--- src/rtl/core/nspt_pkg.sv ---
// ----------------------------------------------------------------------------
// nspt_pkg
// Shared types, codes and constants of the nearest slot position tracker.
// ----------------------------------------------------------------------------
package nspt_pkg;

   localparam int SLOTS_DEFAULT = 8;
   localparam int QUEUE_DEPTH   = 2;

   localparam int POS_W   = 32;
   localparam int SCALE_W = 24;
   localparam int DIST_W  = 64;
   localparam int THR_W   = 40;
   localparam int TOL_W   = 16;
   localparam int HOLD_W  = 8;
   localparam int REJ_W   = 32;
   localparam int IDX_W   = 3;

   localparam int CSR_ADDR_W = 5;
   localparam int CSR_DATA_W = 64;

   localparam logic [THR_W-1:0]  THRESHOLD_RESET = 40'd11468800;
   localparam logic [TOL_W-1:0]  TIE_RESET       = 16'd66;
   localparam logic [HOLD_W-1:0] HOLD_RESET      = 8'd5;

   typedef enum logic [1:0] {
      REG_THRESHOLD = 2'd0,
      REG_TIE       = 2'd1,
      REG_HOLD      = 2'd2
   } reg_index_type;

   typedef enum logic [1:0] {
      ST_MATCHED  = 2'd0,
      ST_NEW      = 2'd1,
      ST_REJECTED = 2'd2,
      ST_TICK     = 2'd3
   } status_type;

   typedef enum logic {
      KIND_OBSERVE = 1'b0,
      KIND_TICK    = 1'b1
   } kind_type;

   typedef enum logic [1:0] {
      AXIS_X = 2'd0,
      AXIS_Y = 2'd1,
      AXIS_Z = 2'd2
   } axis_type;

   typedef struct packed {
      logic                      cmd;
      logic signed [POS_W-1:0]   pos_x;
      logic signed [POS_W-1:0]   pos_y;
      logic signed [POS_W-1:0]   pos_z;
      logic signed [SCALE_W-1:0] scale_sum;
   } req_type;

   typedef struct packed {
      status_type        status;
      logic [IDX_W-1:0]  slot_index;
      logic [REJ_W-1:0]  rejects_total;
   } rsp_type;

   typedef struct packed {
      logic [THR_W-1:0]  threshold_sq;
      logic [TOL_W-1:0]  tie_tolerance_sq;
      logic [HOLD_W-1:0] hold_frames;
   } cfg_type;

   typedef struct packed {
      kind_type                  kind;
      logic signed [POS_W-1:0]   pos_x;
      logic signed [POS_W-1:0]   pos_y;
      logic signed [POS_W-1:0]   pos_z;
      logic signed [SCALE_W-1:0] scale_sum;
   } q_entry_type;

endpackage

--- src/rtl/core/nearest_slot_position_tracker.sv ---
// ----------------------------------------------------------------------------
// nearest_slot_position_tracker
// Matches observed 3-D positions to a table of aging slots.
// ----------------------------------------------------------------------------
// A command beat is taken when start is high and busy is low; up to
// QDEPTH beats wait in a queue, and busy is high while it is full. For an
// observe beat the slot engine squares one axis of one slot per cycle in its
// single 32x32 squarer, then drains a four-stage pipeline before it updates
// the table. A tick beat needs no scan. Every beat gives one result, shown
// on rsp_payload for exactly one cycle with rsp_strobe; the receiver cannot
// hold it off, so it must take every strobe. The slot table is empty after
// reset with no clearing pass. The user must write configuration through the
// APB-style port while no beat is in flight; the block does not enforce this.
module nearest_slot_position_tracker
   import nspt_pkg::*;
#(
   parameter int SLOTS  = SLOTS_DEFAULT,
   parameter int QDEPTH = QUEUE_DEPTH
) (
   input  logic                  clock,
   input  logic                  reset,
   input  logic                  start,
   output logic                  busy,
   input  req_type               req_payload,
   output logic                  rsp_strobe,
   output rsp_type               rsp_payload,
   input  logic                  psel,
   input  logic                  penable,
   input  logic                  pwrite,
   input  logic [CSR_ADDR_W-1:0] paddr,
   input  logic [CSR_DATA_W-1:0] pwdata,
   output logic [CSR_DATA_W-1:0] prdata,
   output logic                  pready
);

   cfg_type     cfg;
   logic        q_valid;
   logic        q_pop;
   q_entry_type q_entry;

   nspt_csr u_csr (
      .clock   (clock),
      .reset   (reset),
      .psel    (psel),
      .penable (penable),
      .pwrite  (pwrite),
      .paddr   (paddr),
      .pwdata  (pwdata),
      .prdata  (prdata),
      .pready  (pready),
      .cfg     (cfg)
   );

   nspt_front #(
      .DEPTH (QDEPTH)
   ) u_front (
      .clock       (clock),
      .reset       (reset),
      .start       (start),
      .req_payload (req_payload),
      .busy        (busy),
      .q_valid     (q_valid),
      .q_entry     (q_entry),
      .q_pop       (q_pop)
   );

   nspt_back #(
      .SLOTS (SLOTS)
   ) u_back (
      .clock       (clock),
      .reset       (reset),
      .cfg         (cfg),
      .q_valid     (q_valid),
      .q_entry     (q_entry),
      .q_pop       (q_pop),
      .rsp_strobe  (rsp_strobe),
      .rsp_payload (rsp_payload)
   );

endmodule

--- src/rtl/core/nspt_ram.sv ---
// ----------------------------------------------------------------------------
// nspt_ram
// Generic single write port, single read port RAM with registered read.
// ----------------------------------------------------------------------------
module nspt_ram #(
   parameter int WIDTH = 32,
   parameter int DEPTH = 8
) (
   input  logic                                      clock,
   input  logic                                      wr_en,
   input  logic [((DEPTH > 1) ? $clog2(DEPTH) : 1)-1:0] wr_addr,
   input  logic [WIDTH-1:0]                          wr_data,
   input  logic [((DEPTH > 1) ? $clog2(DEPTH) : 1)-1:0] rd_addr,
   output logic [WIDTH-1:0]                          rd_data
);

   logic [WIDTH-1:0] mem_ff [DEPTH];
   logic [WIDTH-1:0] rd_data_ff;

   always_ff @(posedge clock) begin
      if (wr_en) begin
         mem_ff[wr_addr] <= wr_data;
      end
      rd_data_ff <= mem_ff[rd_addr];
   end

   assign rd_data = rd_data_ff;

endmodule

--- src/rtl/core/nspt_csr.sv ---
// ----------------------------------------------------------------------------
// nspt_csr
// Configuration registers behind the APB-style port.
// ----------------------------------------------------------------------------
module nspt_csr
   import nspt_pkg::*;
(
   input  logic                  clock,
   input  logic                  reset,
   input  logic                  psel,
   input  logic                  penable,
   input  logic                  pwrite,
   input  logic [CSR_ADDR_W-1:0] paddr,
   input  logic [CSR_DATA_W-1:0] pwdata,
   output logic [CSR_DATA_W-1:0] prdata,
   output logic                  pready,
   output cfg_type               cfg
);

   cfg_type       cfg_ff;
   cfg_type       cfg_in;
   reg_index_type reg_sel;
   logic          wr_en;

   assign pready  = 1'b1;
   assign reg_sel = reg_index_type'(paddr[4:3]);
   assign wr_en   = psel && penable && pwrite;

   always_comb begin
      cfg_in = cfg_ff;
      if (wr_en) begin
         case (reg_sel)
            REG_THRESHOLD: cfg_in.threshold_sq     = pwdata[THR_W-1:0];
            REG_TIE:       cfg_in.tie_tolerance_sq = pwdata[TOL_W-1:0];
            REG_HOLD:      cfg_in.hold_frames      = pwdata[HOLD_W-1:0];
            default:       cfg_in = cfg_ff;
         endcase
      end
   end

   always_comb begin
      case (reg_sel)
         REG_THRESHOLD: prdata = CSR_DATA_W'(cfg_ff.threshold_sq);
         REG_TIE:       prdata = CSR_DATA_W'(cfg_ff.tie_tolerance_sq);
         REG_HOLD:      prdata = CSR_DATA_W'(cfg_ff.hold_frames);
         default:       prdata = '0;
      endcase
   end

   always_ff @(posedge clock) begin
      if (reset) begin
         cfg_ff.threshold_sq     <= THRESHOLD_RESET;
         cfg_ff.tie_tolerance_sq <= TIE_RESET;
         cfg_ff.hold_frames      <= HOLD_RESET;
      end else begin
         cfg_ff <= cfg_in;
      end
   end

   assign cfg = cfg_ff;

endmodule

--- src/rtl/core/nspt_front.sv ---
// ----------------------------------------------------------------------------
// nspt_front
// Takes command beats, tags them as observe or tick and queues them for the
// slot engine.
// ----------------------------------------------------------------------------
module nspt_front
   import nspt_pkg::*;
#(
   parameter int DEPTH = QUEUE_DEPTH
) (
   input  logic        clock,
   input  logic        reset,
   input  logic        start,
   input  req_type     req_payload,
   output logic        busy,
   output logic        q_valid,
   output q_entry_type q_entry,
   input  logic        q_pop
);

   localparam int PtrW = (DEPTH > 1) ? $clog2(DEPTH) : 1;
   localparam int CntW = $clog2(DEPTH + 1);
   localparam logic [PtrW-1:0] LastPtr = PtrW'(DEPTH - 1);
   localparam logic [CntW-1:0] FullCnt = CntW'(DEPTH);

   q_entry_type     entry_ff [DEPTH];
   logic [PtrW-1:0] wr_ptr_ff, wr_ptr_in;
   logic [PtrW-1:0] rd_ptr_ff, rd_ptr_in;
   logic [CntW-1:0] count_ff, count_in;
   logic            push;
   q_entry_type     new_entry;

   assign busy    = (count_ff == FullCnt);
   assign push    = start && !busy;
   assign q_valid = (count_ff != '0);
   assign q_entry = entry_ff[rd_ptr_ff];

   always_comb begin
      new_entry.kind      = req_payload.cmd ? KIND_TICK : KIND_OBSERVE;
      new_entry.pos_x     = req_payload.pos_x;
      new_entry.pos_y     = req_payload.pos_y;
      new_entry.pos_z     = req_payload.pos_z;
      new_entry.scale_sum = req_payload.scale_sum;
   end

   always_comb begin
      wr_ptr_in = wr_ptr_ff;
      rd_ptr_in = rd_ptr_ff;
      count_in  = count_ff;
      if (push) begin
         wr_ptr_in = (wr_ptr_ff == LastPtr) ? '0 : wr_ptr_ff + 1'b1;
      end
      if (q_pop) begin
         rd_ptr_in = (rd_ptr_ff == LastPtr) ? '0 : rd_ptr_ff + 1'b1;
      end
      case ({push, q_pop})
         2'b10:   count_in = count_ff + 1'b1;
         2'b01:   count_in = count_ff - 1'b1;
         default: count_in = count_ff;
      endcase
   end

   always_ff @(posedge clock) begin
      if (reset) begin
         wr_ptr_ff <= '0;
         rd_ptr_ff <= '0;
         count_ff  <= '0;
      end else begin
         wr_ptr_ff <= wr_ptr_in;
         rd_ptr_ff <= rd_ptr_in;
         count_ff  <= count_in;
      end
   end

   always_ff @(posedge clock) begin
      if (push) begin
         entry_ff[wr_ptr_ff] <= new_entry;
      end
   end

endmodule

--- src/rtl/core/nspt_back.sv ---
// ----------------------------------------------------------------------------
// nspt_back
// Slot engine: scans the slot table one axis per cycle through a shared
// squarer, picks the nearest slot, updates the table and issues the result.
// ----------------------------------------------------------------------------
module nspt_back
   import nspt_pkg::*;
#(
   parameter int SLOTS = SLOTS_DEFAULT
) (
   input  logic        clock,
   input  logic        reset,
   input  cfg_type     cfg,
   input  logic        q_valid,
   input  q_entry_type q_entry,
   output logic        q_pop,
   output logic        rsp_strobe,
   output rsp_type     rsp_payload
);

   localparam int SlotW = (SLOTS > 1) ? $clog2(SLOTS) : 1;
   localparam int IdxW  = (SlotW > IDX_W) ? SlotW : IDX_W;
   localparam int RamW  = 3 * POS_W + SCALE_W;
   localparam logic [SlotW-1:0] LastSlot = SlotW'(SLOTS - 1);

   typedef enum logic [2:0] {
      S_IDLE  = 3'b001,
      S_SCAN  = 3'b010,
      S_DRAIN = 3'b100
   } back_state_type;

   back_state_type state_ff, state_in;
   q_entry_type    cur_ff;

   logic [HOLD_W-1:0] hold_ff [SLOTS];
   logic [HOLD_W-1:0] hold_in [SLOTS];
   logic [REJ_W-1:0]  reject_ff, reject_in;

   // scan issue counters
   logic [SlotW-1:0] scan_slot_ff, scan_slot_in;
   axis_type         scan_axis_ff, scan_axis_in;
   logic             issue;

   // stage 1: ram data arrives
   logic             p1_vld_ff;
   logic [SlotW-1:0] p1_slot_ff;
   axis_type         p1_axis_ff;

   // stage 2: axis magnitude
   logic               p2_vld_ff;
   logic [SlotW-1:0]   p2_slot_ff;
   axis_type           p2_axis_ff;
   logic [POS_W-1:0]   p2_mag_ff;
   logic [SCALE_W-1:0] p2_sdiff_ff;
   logic               p2_live_ff;

   // stage 3: square
   logic               p3_vld_ff;
   logic [SlotW-1:0]   p3_slot_ff;
   axis_type           p3_axis_ff;
   logic [DIST_W-1:0]  p3_sq_ff;
   logic [SCALE_W-1:0] p3_sdiff_ff;
   logic               p3_live_ff;
   logic [DIST_W-1:0]  acc_ff;

   // stage 4: full distance, compare
   logic               p4_vld_ff;
   logic [SlotW-1:0]   p4_slot_ff;
   logic [DIST_W-1:0]  p4_dist_ff;
   logic [SCALE_W-1:0] p4_sdiff_ff;
   logic               p4_live_ff;

   logic               best_found_ff, best_found_in;
   logic [DIST_W-1:0]  best_dist_ff, best_dist_in;
   logic [SCALE_W-1:0] best_sdiff_ff, best_sdiff_in;
   logic [SlotW-1:0]   best_slot_ff, best_slot_in;
   logic               free_found_ff, free_found_in;
   logic [SlotW-1:0]   free_slot_ff, free_slot_in;

   logic    rsp_strobe_ff, rsp_strobe_in;
   rsp_type rsp_ff, rsp_in;

   logic [RamW-1:0] rd_data;
   logic            wr_en;
   logic [SlotW-1:0] wr_addr;

   logic signed [POS_W-1:0]   rd_x, rd_y, rd_z, sel_a, sel_b;
   logic signed [SCALE_W-1:0] rd_s;
   logic [POS_W:0]            axis_diff, axis_abs;
   logic [SCALE_W:0]          scale_diff, scale_abs;
   logic                      p1_live;

   logic [DIST_W:0]   acc_ext;
   logic [DIST_W-1:0] acc_sat, acc_sum;

   logic              cand, better;
   logic [DIST_W-1:0] thr_ext, tol_ext;

   logic             pipe_empty;
   status_type       fin_status;
   logic [SlotW-1:0] fin_slot;
   logic [IdxW-1:0]  idx_wide;

   nspt_ram #(
      .WIDTH (RamW),
      .DEPTH (SLOTS)
   ) u_slot_ram (
      .clock   (clock),
      .wr_en   (wr_en),
      .wr_addr (wr_addr),
      .wr_data ({cur_ff.pos_x, cur_ff.pos_y, cur_ff.pos_z, cur_ff.scale_sum}),
      .rd_addr (scan_slot_ff),
      .rd_data (rd_data)
   );

   assign q_pop = (state_ff == S_IDLE) && q_valid;
   assign issue = (state_ff == S_SCAN);

   // ---- stage 1: magnitude of one axis, scale difference ----
   assign rd_x = rd_data[RamW-1 -: POS_W];
   assign rd_y = rd_data[RamW-POS_W-1 -: POS_W];
   assign rd_z = rd_data[SCALE_W+POS_W-1 -: POS_W];
   assign rd_s = rd_data[SCALE_W-1:0];

   always_comb begin
      case (p1_axis_ff)
         AXIS_X: begin
            sel_a = cur_ff.pos_x;
            sel_b = rd_x;
         end
         AXIS_Y: begin
            sel_a = cur_ff.pos_y;
            sel_b = rd_y;
         end
         default: begin
            sel_a = cur_ff.pos_z;
            sel_b = rd_z;
         end
      endcase
   end

   assign axis_diff  = {sel_a[POS_W-1], sel_a} - {sel_b[POS_W-1], sel_b};
   assign axis_abs   = axis_diff[POS_W] ? ((POS_W+1)'(0) - axis_diff) : axis_diff;
   assign scale_diff = {cur_ff.scale_sum[SCALE_W-1], cur_ff.scale_sum}
                     - {rd_s[SCALE_W-1], rd_s};
   assign scale_abs  = scale_diff[SCALE_W] ? ((SCALE_W+1)'(0) - scale_diff) : scale_diff;
   assign p1_live    = (hold_ff[p1_slot_ff] != '0);

   // ---- stage 3: saturating accumulate over the three axes ----
   assign acc_ext = {1'b0, acc_ff} + {1'b0, p3_sq_ff};
   assign acc_sat = acc_ext[DIST_W] ? '1 : acc_ext[DIST_W-1:0];
   assign acc_sum = (p3_axis_ff == AXIS_X) ? p3_sq_ff : acc_sat;

   // ---- stage 4: candidate test and best selection ----
   assign thr_ext = DIST_W'(cfg.threshold_sq);
   assign tol_ext = DIST_W'(cfg.tie_tolerance_sq);
   assign cand    = p4_vld_ff && p4_live_ff && (p4_dist_ff <= thr_ext);

   always_comb begin
      if (!best_found_ff) begin
         better = 1'b1;
      end else if ((p4_dist_ff < tol_ext) && (best_dist_ff < tol_ext)) begin
         // both practically at the same spot: scale decides
         better = (p4_sdiff_ff < best_sdiff_ff);
      end else begin
         better = (p4_dist_ff < best_dist_ff);
      end
   end

   assign pipe_empty = !p1_vld_ff && !p2_vld_ff && !p3_vld_ff && !p4_vld_ff;

   always_comb begin
      if (best_found_ff) begin
         fin_status = ST_MATCHED;
         fin_slot   = best_slot_ff;
      end else if (free_found_ff) begin
         fin_status = ST_NEW;
         fin_slot   = free_slot_ff;
      end else begin
         fin_status = ST_REJECTED;
         fin_slot   = '0;
      end
   end

   assign idx_wide = IdxW'(fin_slot);

   // ---- control ----
   always_comb begin
      state_in      = state_ff;
      scan_slot_in  = scan_slot_ff;
      scan_axis_in  = scan_axis_ff;
      reject_in     = reject_ff;
      best_found_in = best_found_ff;
      best_dist_in  = best_dist_ff;
      best_sdiff_in = best_sdiff_ff;
      best_slot_in  = best_slot_ff;
      free_found_in = free_found_ff;
      free_slot_in  = free_slot_ff;
      rsp_strobe_in = 1'b0;
      rsp_in        = rsp_ff;
      wr_en         = 1'b0;
      wr_addr       = fin_slot;
      for (int i = 0; i < SLOTS; i++) begin
         hold_in[i] = hold_ff[i];
      end

      if (cand && better) begin
         best_found_in = 1'b1;
         best_dist_in  = p4_dist_ff;
         best_sdiff_in = p4_sdiff_ff;
         best_slot_in  = p4_slot_ff;
      end
      // lowest free slot, found in scan order
      if (p4_vld_ff && !p4_live_ff && !free_found_ff) begin
         free_found_in = 1'b1;
         free_slot_in  = p4_slot_ff;
      end

      case (state_ff)
         S_IDLE: begin
            if (q_valid) begin
               if (q_entry.kind == KIND_TICK) begin
                  for (int i = 0; i < SLOTS; i++) begin
                     if (hold_ff[i] != '0) begin
                        hold_in[i] = hold_ff[i] - 1'b1;
                     end
                  end
                  rsp_strobe_in        = 1'b1;
                  rsp_in.status        = ST_TICK;
                  rsp_in.slot_index    = '0;
                  rsp_in.rejects_total = reject_ff;
               end else begin
                  state_in      = S_SCAN;
                  scan_slot_in  = '0;
                  scan_axis_in  = AXIS_X;
                  best_found_in = 1'b0;
                  free_found_in = 1'b0;
               end
            end
         end
         S_SCAN: begin
            case (scan_axis_ff)
               AXIS_X:  scan_axis_in = AXIS_Y;
               AXIS_Y:  scan_axis_in = AXIS_Z;
               default: begin
                  scan_axis_in = AXIS_X;
                  if (scan_slot_ff == LastSlot) begin
                     state_in = S_DRAIN;
                  end else begin
                     scan_slot_in = scan_slot_ff + 1'b1;
                  end
               end
            endcase
         end
         S_DRAIN: begin
            if (pipe_empty) begin
               state_in             = S_IDLE;
               rsp_strobe_in        = 1'b1;
               rsp_in.status        = fin_status;
               rsp_in.slot_index    = idx_wide[IDX_W-1:0];
               if (fin_status == ST_REJECTED) begin
                  if (reject_ff != '1) begin
                     reject_in = reject_ff + 1'b1;
                  end
               end else begin
                  wr_en            = 1'b1;
                  hold_in[fin_slot] = cfg.hold_frames;
               end
               rsp_in.rejects_total = reject_in;
            end
         end
         default: state_in = S_IDLE;
      endcase
   end

   always_ff @(posedge clock) begin
      if (reset) begin
         state_ff      <= S_IDLE;
         reject_ff     <= '0;
         p1_vld_ff     <= 1'b0;
         p2_vld_ff     <= 1'b0;
         p3_vld_ff     <= 1'b0;
         p4_vld_ff     <= 1'b0;
         best_found_ff <= 1'b0;
         free_found_ff <= 1'b0;
         rsp_strobe_ff <= 1'b0;
         scan_slot_ff  <= '0;
         scan_axis_ff  <= AXIS_X;
         for (int i = 0; i < SLOTS; i++) begin
            hold_ff[i] <= '0;
         end
      end else begin
         state_ff      <= state_in;
         reject_ff     <= reject_in;
         p1_vld_ff     <= issue;
         p2_vld_ff     <= p1_vld_ff;
         p3_vld_ff     <= p2_vld_ff;
         p4_vld_ff     <= p3_vld_ff && (p3_axis_ff == AXIS_Z);
         best_found_ff <= best_found_in;
         free_found_ff <= free_found_in;
         rsp_strobe_ff <= rsp_strobe_in;
         scan_slot_ff  <= scan_slot_in;
         scan_axis_ff  <= scan_axis_in;
         for (int i = 0; i < SLOTS; i++) begin
            hold_ff[i] <= hold_in[i];
         end
      end
   end

   always_ff @(posedge clock) begin
      if (q_pop) begin
         cur_ff <= q_entry;
      end
      p1_slot_ff    <= scan_slot_ff;
      p1_axis_ff    <= scan_axis_ff;
      p2_slot_ff    <= p1_slot_ff;
      p2_axis_ff    <= p1_axis_ff;
      p2_mag_ff     <= axis_abs[POS_W-1:0];
      p2_sdiff_ff   <= scale_abs[SCALE_W-1:0];
      p2_live_ff    <= p1_live;
      p3_slot_ff    <= p2_slot_ff;
      p3_axis_ff    <= p2_axis_ff;
      p3_sq_ff      <= p2_mag_ff * p2_mag_ff;
      p3_sdiff_ff   <= p2_sdiff_ff;
      p3_live_ff    <= p2_live_ff;
      if (p3_vld_ff) begin
         acc_ff <= acc_sum;
      end
      p4_slot_ff    <= p3_slot_ff;
      p4_dist_ff    <= acc_sum;
      p4_sdiff_ff   <= p3_sdiff_ff;
      p4_live_ff    <= p3_live_ff;
      best_dist_ff  <= best_dist_in;
      best_sdiff_ff <= best_sdiff_in;
      best_slot_ff  <= best_slot_in;
      free_slot_ff  <= free_slot_in;
      rsp_ff        <= rsp_in;
   end

   assign rsp_strobe  = rsp_strobe_ff;
   assign rsp_payload = rsp_ff;

endmodule
--- config.mk ---
export PLATFORM = sky130hd
export DESIGN_NAME = nearest_slot_position_tracker
export DESIGN_NICKNAME = d
export VERILOG_FILES = /design/src/rtl/core/nspt_pkg.sv /design/src/rtl/core/nearest_slot_position_tracker.sv /design/src/rtl/core/nspt_ram.sv /design/src/rtl/core/nspt_csr.sv /design/src/rtl/core/nspt_front.sv /design/src/rtl/core/nspt_back.sv
export SDC_FILE = /design/constraint.sdc
export NUM_CORES = 2
export LEC_CHECK = 0
export BUFFER_PORTS_ARGS = -buffer_cell sky130_fd_sc_hd__buf_4
export CAP_MARGIN = 20
export CORE_AREA = 2 2 556 558
export DETAILED_ROUTE_END_ITERATION = 10
export DIE_AREA = 0 0 558 560
export GPL_ROUTABILITY_DRIVEN = 0
export SKIP_CTS_REPAIR_TIMING = 1
export SYNTH_ARGS = -nofsm -noshare
export SYNTH_HDL_FRONTEND = slang
export SYNTH_HIERARCHICAL = 1
export SYNTH_SLANG_ARGS = --single-unit
--- constraint.sdc ---
create_clock -name clock -period 13 [get_ports clock]
set_input_delay 1.3 -clock clock [delete_from_list [all_inputs] [get_ports clock]]
set_output_delay 1.3 -clock clock [all_outputs]
set_load 0.005 [all_outputs]
== After elaboration in Yosys (flattened, before gate mapping) ==
Memory sizes are Yosys's and may differ from the RTL's. A register that Yosys moved wholly into a read port is not among the register bits.
Index checks and enable logic that the tools add are counted.

* Add/sub/neg operators: 19
* Multiply operators: 1
* Order comparisons: 7
* Eq/ne operators: 21
* Muxes and demuxes: 86
* Bitwise gates (word level): 9
* Reduce and logical (&&, ||, !) cells: 48

{| class="wikitable"
|+ Operators with widths
! kind !! count
|-
| 64-bit 2-to-1 mux || 6
|-
| 8-bit 2-to-1 mux || 17
|-
| 64-bit by 16-bit less-than comparator with 1-bit output || 2
|-
| 32-bit one-hot mux with 2 select lines || 2
|-
| 64-bit one-hot mux with 2 select lines || 1
|-
| 40-bit one-hot mux with 3 select lines || 1
|-
| 37-bit 2-to-1 mux || 3
|-
| 32-bit 2-to-1 mux || 3
|-
| 37-bit one-hot mux with 2 select lines || 1
|-
| 8-bit nonzero test || 9
|-
| 64-bit by 64-bit adder with 65-bit output || 1
|-
| 64-bit bitwise mux || 1
|-
| 64-bit by 40-bit less-or-equal comparator with 1-bit output || 1
|-
| 64-bit less-than comparator || 1
|-
| 32-bit by 32-bit multiplier with 64-bit output || 1
|-
| 8-bit by 1-bit subtractor with 8-bit output, second input constant || 8
|-
| 3-bit 2-to-1 mux || 11
|-
| 32-bit by 32-bit subtractor with 33-bit output || 1
|-
| 32-bit by 1-bit adder with 32-bit output, second input constant || 1
|-
| 32-bit inequality test, second input constant || 1
|-
| 1-bit by 32-bit subtractor with 32-bit output, first input constant || 1
|-
| 1-bit 2-to-1 mux || 28
|-
| 24-bit by 24-bit subtractor with 25-bit output || 1
|-
| 8-bit demux with 3-bit select || 1
|-
| 32 further kinds || 88
|}

* Bits in registers: 683
* Bits in writable memories: 1266
* Bits of input ports: 196
* Word-level logic and storage cells: 239
* Memories kept: 3

{| class="wikitable"
|+ Memories
! name !! depth !! bits a word !! read ports !! clocked after memory_dff !! write ports !! RTL line !! source
|-
| u_back.u_slot_ram.mem_ff || 8 || 120 || 1 || 1 || 1 || nspt_ram.sv:17 || <nowiki>logic [WIDTH-1:0] mem_ff [DEPTH];</nowiki>
|-
| u_front.entry_ff || 2 || 121 || 1 || 1 || 1 || nspt_front.sv:26 || <nowiki>q_entry_type entry_ff [DEPTH];</nowiki>
|-
| u_back.hold_ff || 8 || 8 || 9 || 1 || 8 || nspt_back.sv:35 || <nowiki>logic [HOLD_W-1:0] hold_ff [SLOTS];</nowiki>
|}

== Longest topological paths before layout ==
* Depth after elaboration: 12
* Depth in mapped cells: 33

== Cells and area by module ==
Netlist, hierarchy kept.

{| class="wikitable"
|+ By module, submodules not included
! module !! times used !! cells each !! area an instance (µm²) !! seq. area each (µm²)
|-
| nspt_back || 1 || 6709 || 64470.6 || 16726.0
|-
| nspt_ram || 1 || 1520 || 39026.2 || 31230.0
|-
| nspt_front || 1 || 401 || 8936.1 || 7367.1
|-
| nspt_csr || 1 || 359 || 3379.5 || 1281.2
|}

== Worst setup path after synthesis ==
Ideal clock, no wire load.

* Kind: register to register
* From: register u_back.state_ff[0]
* To: memory u_back/u_slot_ram/mem_ff[0][0] (netlist name) (enable)
* Library setup time: 0.746 ns
* Arrival: 10.122 ns
* Data required time: 12.254 ns
* Slack: 2.132 ns
* Stages on the path, launching flop included: 10
* Path buffers: 4
* Clock period less this slack: 10.868 ns
* Cell sequence: dfxtp_1 -> nor2_1 -> and2_1 -> clkbuf_1 -> clkbuf_1 -> clkbuf_1 -> clkbuf_1 -> and3_1 -> nand2b_1 -> nor3_1

* Word-level cells in the longest chain between the ends: 4

{| class="wikitable"
|+ Ends and longest elaborated chain
! item !! RTL line !! source
|-
| start: declaration || nspt_back.sv:32 || <nowiki>back_state_type state_ff, state_in;</nowiki>
|-
| start signal: assignment || nspt_back.sv:293 || <nowiki>state_ff <= state_in;</nowiki>
|-
| 3-bit == test || nspt_back.sv:219 || <nowiki>case (state_ff)</nowiki>
|-
| 1-bit 2-to-1 mux || nspt_back.sv:219 ||
|-
| named net u_back.wr_en || nspt_back.sv:84 || <nowiki>logic wr_en;</nowiki>
|-
| 1-bit 2-to-1 mux || nspt_ram.sv:21 || <nowiki>if (wr_en) begin</nowiki>
|-
| 1-bit 2-to-1 mux (not written as such) || nspt_ram.sv:22 || <nowiki>mem_ff[wr_addr] <= wr_data;</nowiki>
|-
| end: declaration || nspt_ram.sv:17 ||
|}

The timed path passes the listed nets, and every way through them passes these cells.

== Worst setup path after layout ==
* From: register u_back.p2_mag_ff[15]
* To: register u_back.p3_sq_ff[62]

* Word-level cells in the longest chain between the ends: 1

{| class="wikitable"
|+ Ends and longest elaborated chain
! item !! RTL line !! source
|-
| start: declaration || nspt_back.sv:53 || <nowiki>logic [POS_W-1:0] p2_mag_ff;</nowiki>
|-
| start signal: assignment || nspt_back.sv:318 || <nowiki>p2_mag_ff <= axis_abs[POS_W-1:0];</nowiki>
|-
| 32-bit by 32-bit multiplier with 64-bit output || nspt_back.sv:323 || <nowiki>p3_sq_ff <= p2_mag_ff * p2_mag_ff;</nowiki>
|-
| end signal: assignment || nspt_back.sv:323 ||
|-
| end: declaration || nspt_back.sv:61 || <nowiki>logic [DIST_W-1:0] p3_sq_ff;</nowiki>
|}

No other way between the ends.
A chain may end at the register's enable or synchronous reset.

==> summary.md <==
| Metric | Value |
|---|---|
| Status | finished, final reports clean |
| Final net count | 10800 |
| Vias | 68800 |
| Count of final setup violators | 0 |
| Final max-slew violation count | 0 |
| Port Buffer Count | 247 |
| EDFF count, synth | 1517 |
| Sum of negative setup slack | 0 ns |
| Synth Flop Type | edfxtp_1 |
| Clock Sinks | 2069 |
| Vias per std cell | 5.11 |
| Total track usage | 16.9% |
| Final Hold Viols | 0 |
| Critical Path Source Type | register |
| Largest net degree at the start of global routing | 140 |
| Netlist cell types | 100 |
| Worst setup path class | register to register |
| Dpl hpwl | 177000 um |
| WL final | 266000 um |
| CTS clk-pin slew, worst paths | 0.06 ns |
| Slew @ Worst Pin | 1.26 ns |
| Initial antenna violation count | 2 |
| Clock skew | 0.158 ns |
| RSZ-0062 raised after global routing | no |
| I/O pin count | 300 |
| First-pass GRT wire length | 417000 um |
| Ys Warns | 6 |
| Seq cells post-synth | 2069 |
| Skew-Pair Late Insertion Delay | 0.95 ns |
| Detail Route Antenna Nets | 0 |
| Clock buffer depth | 4 |
| Die span in x | 558 um |
| Worst hold start | u_back/p3_sdiff_ff[17] |
| R2r setup slk | 3.22 ns |
| Wire per inst | 19.7 um |
| Min-delay worst type | register to register |
| CP Max Fanout | 26 |
| Reg-to-Reg End | u_back/p3_sq_ff[62] |
| Row cnt | 204 |
| CTS tree | done |
| H-tree depth | 4 |
| Core area | 307000 um2 |
| Final period demand of the worst path | 9.78 ns |
| Mean Syn Cell Area | 12.9 um2 |
| Grt total ovfl | 0 |
| Reg-to-Reg Start | u_back/p2_mag_ff[15] |
| Area Overhead vs Synth | 11.2% |
| WP data arrival | 10.57 ns |
| Final Cycle Share | 75.3% |
| Max_slew headroom | 15.8% |
| R2R cell count | 27 |
| MaxCap Viol Count | 0 |
| Drt pass-1 iters | 7 |
| Cell count after synthesis | 8989 |
| Ys async rst share | 0% |
| DRT iter0 DRCs | 5248 |
| Die Ht | 560 um |
| Seq/Total Area, Yosys | 48.9% |
| FMAX | 102 MHz |
| Critical path data required time | 13.78 ns |
| Initial core utilization | 37.7% |
| Netlist Area Pre-Place | 116000 um2 |
| Drt drc | 0 |
| CTS root buf | clkbuf_16 |
| CTS buffer count | 216 |
| Worst Hold End | u_back/p4_sdiff_ff[17] |
| Number of global-route vias before repair | 72400 |
| ANT cells | 0 |
| Die ar. | 312000 um2 |
| Hold Path Stages | 0 |
| Layout cell share with drive strength beyond 1 | 12.2% |
| Setup crit end kind | register |
[cells in the mapped netlist, types with 13 or more instances]
cell / n / share of area (%)
a311oi_1: 16 / 0.12
o21bai_1: 30 / 0.19
o21a_1: 27 / 0.18
o21ai_0: 199 / 0.86
ha_1: 587 / 6.3
o31ai_1: 14 / 0.091
mux4_2: 137 / 2.7
a31o_2: 21 / 0.16
buf_1: 27 / 0.088
mux2i_1: 148 / 1.3
a31oi_1: 80 / 0.43
o32ai_1: 15 / 0.11
dfxtp_1: 552 / 9.5
nand2_1: 548 / 1.8
buf_12: 18 / 0.31
a21o_1: 168 / 1.1
edfxtp_1: 1517 / 39
xnor2_1: 186 / 1.4
nor4_1: 46 / 0.25
or3_1: 32 / 0.17
buf_2: 16 / 0.069
or2_2: 18 / 0.097
o22ai_1: 18 / 0.097
inv_1: 1243 / 4.0
nor3_1: 64 / 0.28
and2_1: 274 / 1.5
o22a_1: 22 / 0.17
nand2b_1: 122 / 0.66
a211oi_1: 40 / 0.26
mux4_1: 104 / 2.4
a221oi_1: 13 / 0.098
a21oi_1: 335 / 1.4
mux2_2: 245 / 2.4
o211ai_1: 20 / 0.13
nand4_1: 83 / 0.45
buf_4: 35 / 0.23
xor2_1: 139 / 1.1
fa_1: 802 / 14
and3_1: 27 / 0.15
clkbuf_1: 283 / 0.92
nor2b_1: 47 / 0.25
nor2_1: 385 / 1.2
nand3_1: 89 / 0.38
a22oi_1: 25 / 0.16
[critical path, cell delays in order, from the launching register on]
cell      delay, ns
dfxtp_1        0.31
buf_4          0.44
clkinv_1       0.69
nor2_1         0.33
fa_1           0.51
fa_1           0.52
fa_1           0.54
inv_1          0.06
fa_1           0.48
inv_1          0.06
fa_1           0.48
fa_1           0.51
fa_1           0.50
inv_1          0.05
fa_1           0.49
inv_1          0.05
ha_1           0.39
a21oi_1        0.19
o21ai_0        0.25
o211ai_1       0.34
nor2_1         0.09
a21oi_1        0.28
nor4b_1        0.81
o32ai_1        0.29
o221ai_1       0.49
o21ai_0        0.21
a21oi_1        0.21
xnor2_1        0.13
[kinds of logic after synthesis]
family / synth area share [%]
AND/OR/NAND/NOR: 7.68
adder cells (fa/ha/maj): 20.2
XOR/XNOR: 2.46
buffers and inverters: 5.77
multiplexers: 8.69
flip-flops: 48.9
other: 0.00648
AO/OA/AOI/OAI: 6.32
[per-layer routing]
layer | wire length (um) | GRT usage [%] | part of all wire (%) | vias up
met5 | 13 | 0 | 0.0049 | -
met4 | 5970 | 4.10 | 2.2 | 2
met3 | 14600 | 2.35 | 5.5 | 377
met2 | 125000 | 27.5 | 47 | 2004
met1 | 120000 | 23.7 | 45 | 34800
li1 | - | - | - | 31600
[stage by stage]
stage          utilization, %  instance area [um2]  setup WS, ns  instances  hold slack [ns]
3_5_place_dp             39.6               122000          3.45      13100            0.312
4_1_cts                  41.9               129000          3.43      13500            0.317
5_1_grt                  41.9               129000          2.96      13500            0.329
3_3_place_gp             39.6               122000          3.55      13100            0.310
2_1_floorplan               -               116000          2.13       9012            0.310
6_report                 41.9               129000          3.22      13500            0.320
[cells in the final DEF, fill, tap and decap left out, types with 104 or more instances in the layout]
| cell type | netlist | final |
|---|---|---|
| fa_1 | 802 | 802 |
| edfxtp_1 | 1517 | 1517 |
| mux4_1 | 104 | 104 |
| and2_1 | 274 | 272 |
| buf_4 | 35 | 322 |
| o21ai_0 | 199 | 199 |
| xnor2_1 | 186 | 186 |
| mux2i_1 | 148 | 148 |
| nand2_1 | 548 | 548 |
| ha_1 | 587 | 587 |
| dfxtp_1 | 552 | 524 |
| xor2_1 | 139 | 139 |
| nor2_1 | 385 | 379 |
| nand2b_1 | 122 | 122 |
| a21o_1 | 168 | 168 |
| mux4_2 | 137 | 137 |
| inv_1 | 1243 | 1242 |
| a21oi_1 | 335 | 334 |
| mux2_2 | 245 | 245 |
| clkbuf_16 | 0 | 224 |
[registers in the layout, summed over array words and instances (netlist names), 32 cells and up, named ones only]
register / flops
u_back/p3_sq_ff: 63
u_back/cur_ff: 120
u_back/u_slot_ram/mem_ff: 960
u_front/entry_ff: 242
u_back/p4_dist_ff: 64
u_back/p2_mag_ff: 32
u_back/hold_ff: 64
u_back/rsp_payload: 37
u_back/reject_ff: 32
u_back/u_slot_ram/rd_data: 120
u_back/best_dist_ff: 64
u_back/acc_ff: 64
u_csr/cfg: 64
[final cells by class]
class | instances | area, um2
flip-flops and latches | 2069 | 56700
clock inverters | 94 | 863
fillers | 28100 | 178000
inverters | 1247 | 4690
multi-input cells | 5305 | 52700
repair buffers | 328 | 2510
clock buffers | 301 | 6200
well taps | 4120 | 5150
[worst max-delay path by stage]
stage                                           endpoint  slack, ns  cells after the start                 start
after floorplan           u_back/u_slot_ram/mem_ff[0][0]       2.13                      9    u_back/state_ff[0]
after global placement               u_back/p3_sq_ff[62]       3.55                     27  u_back/p2_mag_ff[15]
after detailed placement             u_back/p3_sq_ff[62]       3.45                     27  u_back/p2_mag_ff[15]
after CTS                            u_back/p3_sq_ff[62]       3.43                     27  u_back/p2_mag_ff[15]
after global routing                 u_back/p3_sq_ff[62]       2.96                     27  u_back/p2_mag_ff[15]
final                                u_back/p3_sq_ff[62]       3.22                     27  u_back/p2_mag_ff[15]
Power is not shown: default switching activity piles up to over one toggle a cycle in this logic, so the estimate is an artifact.
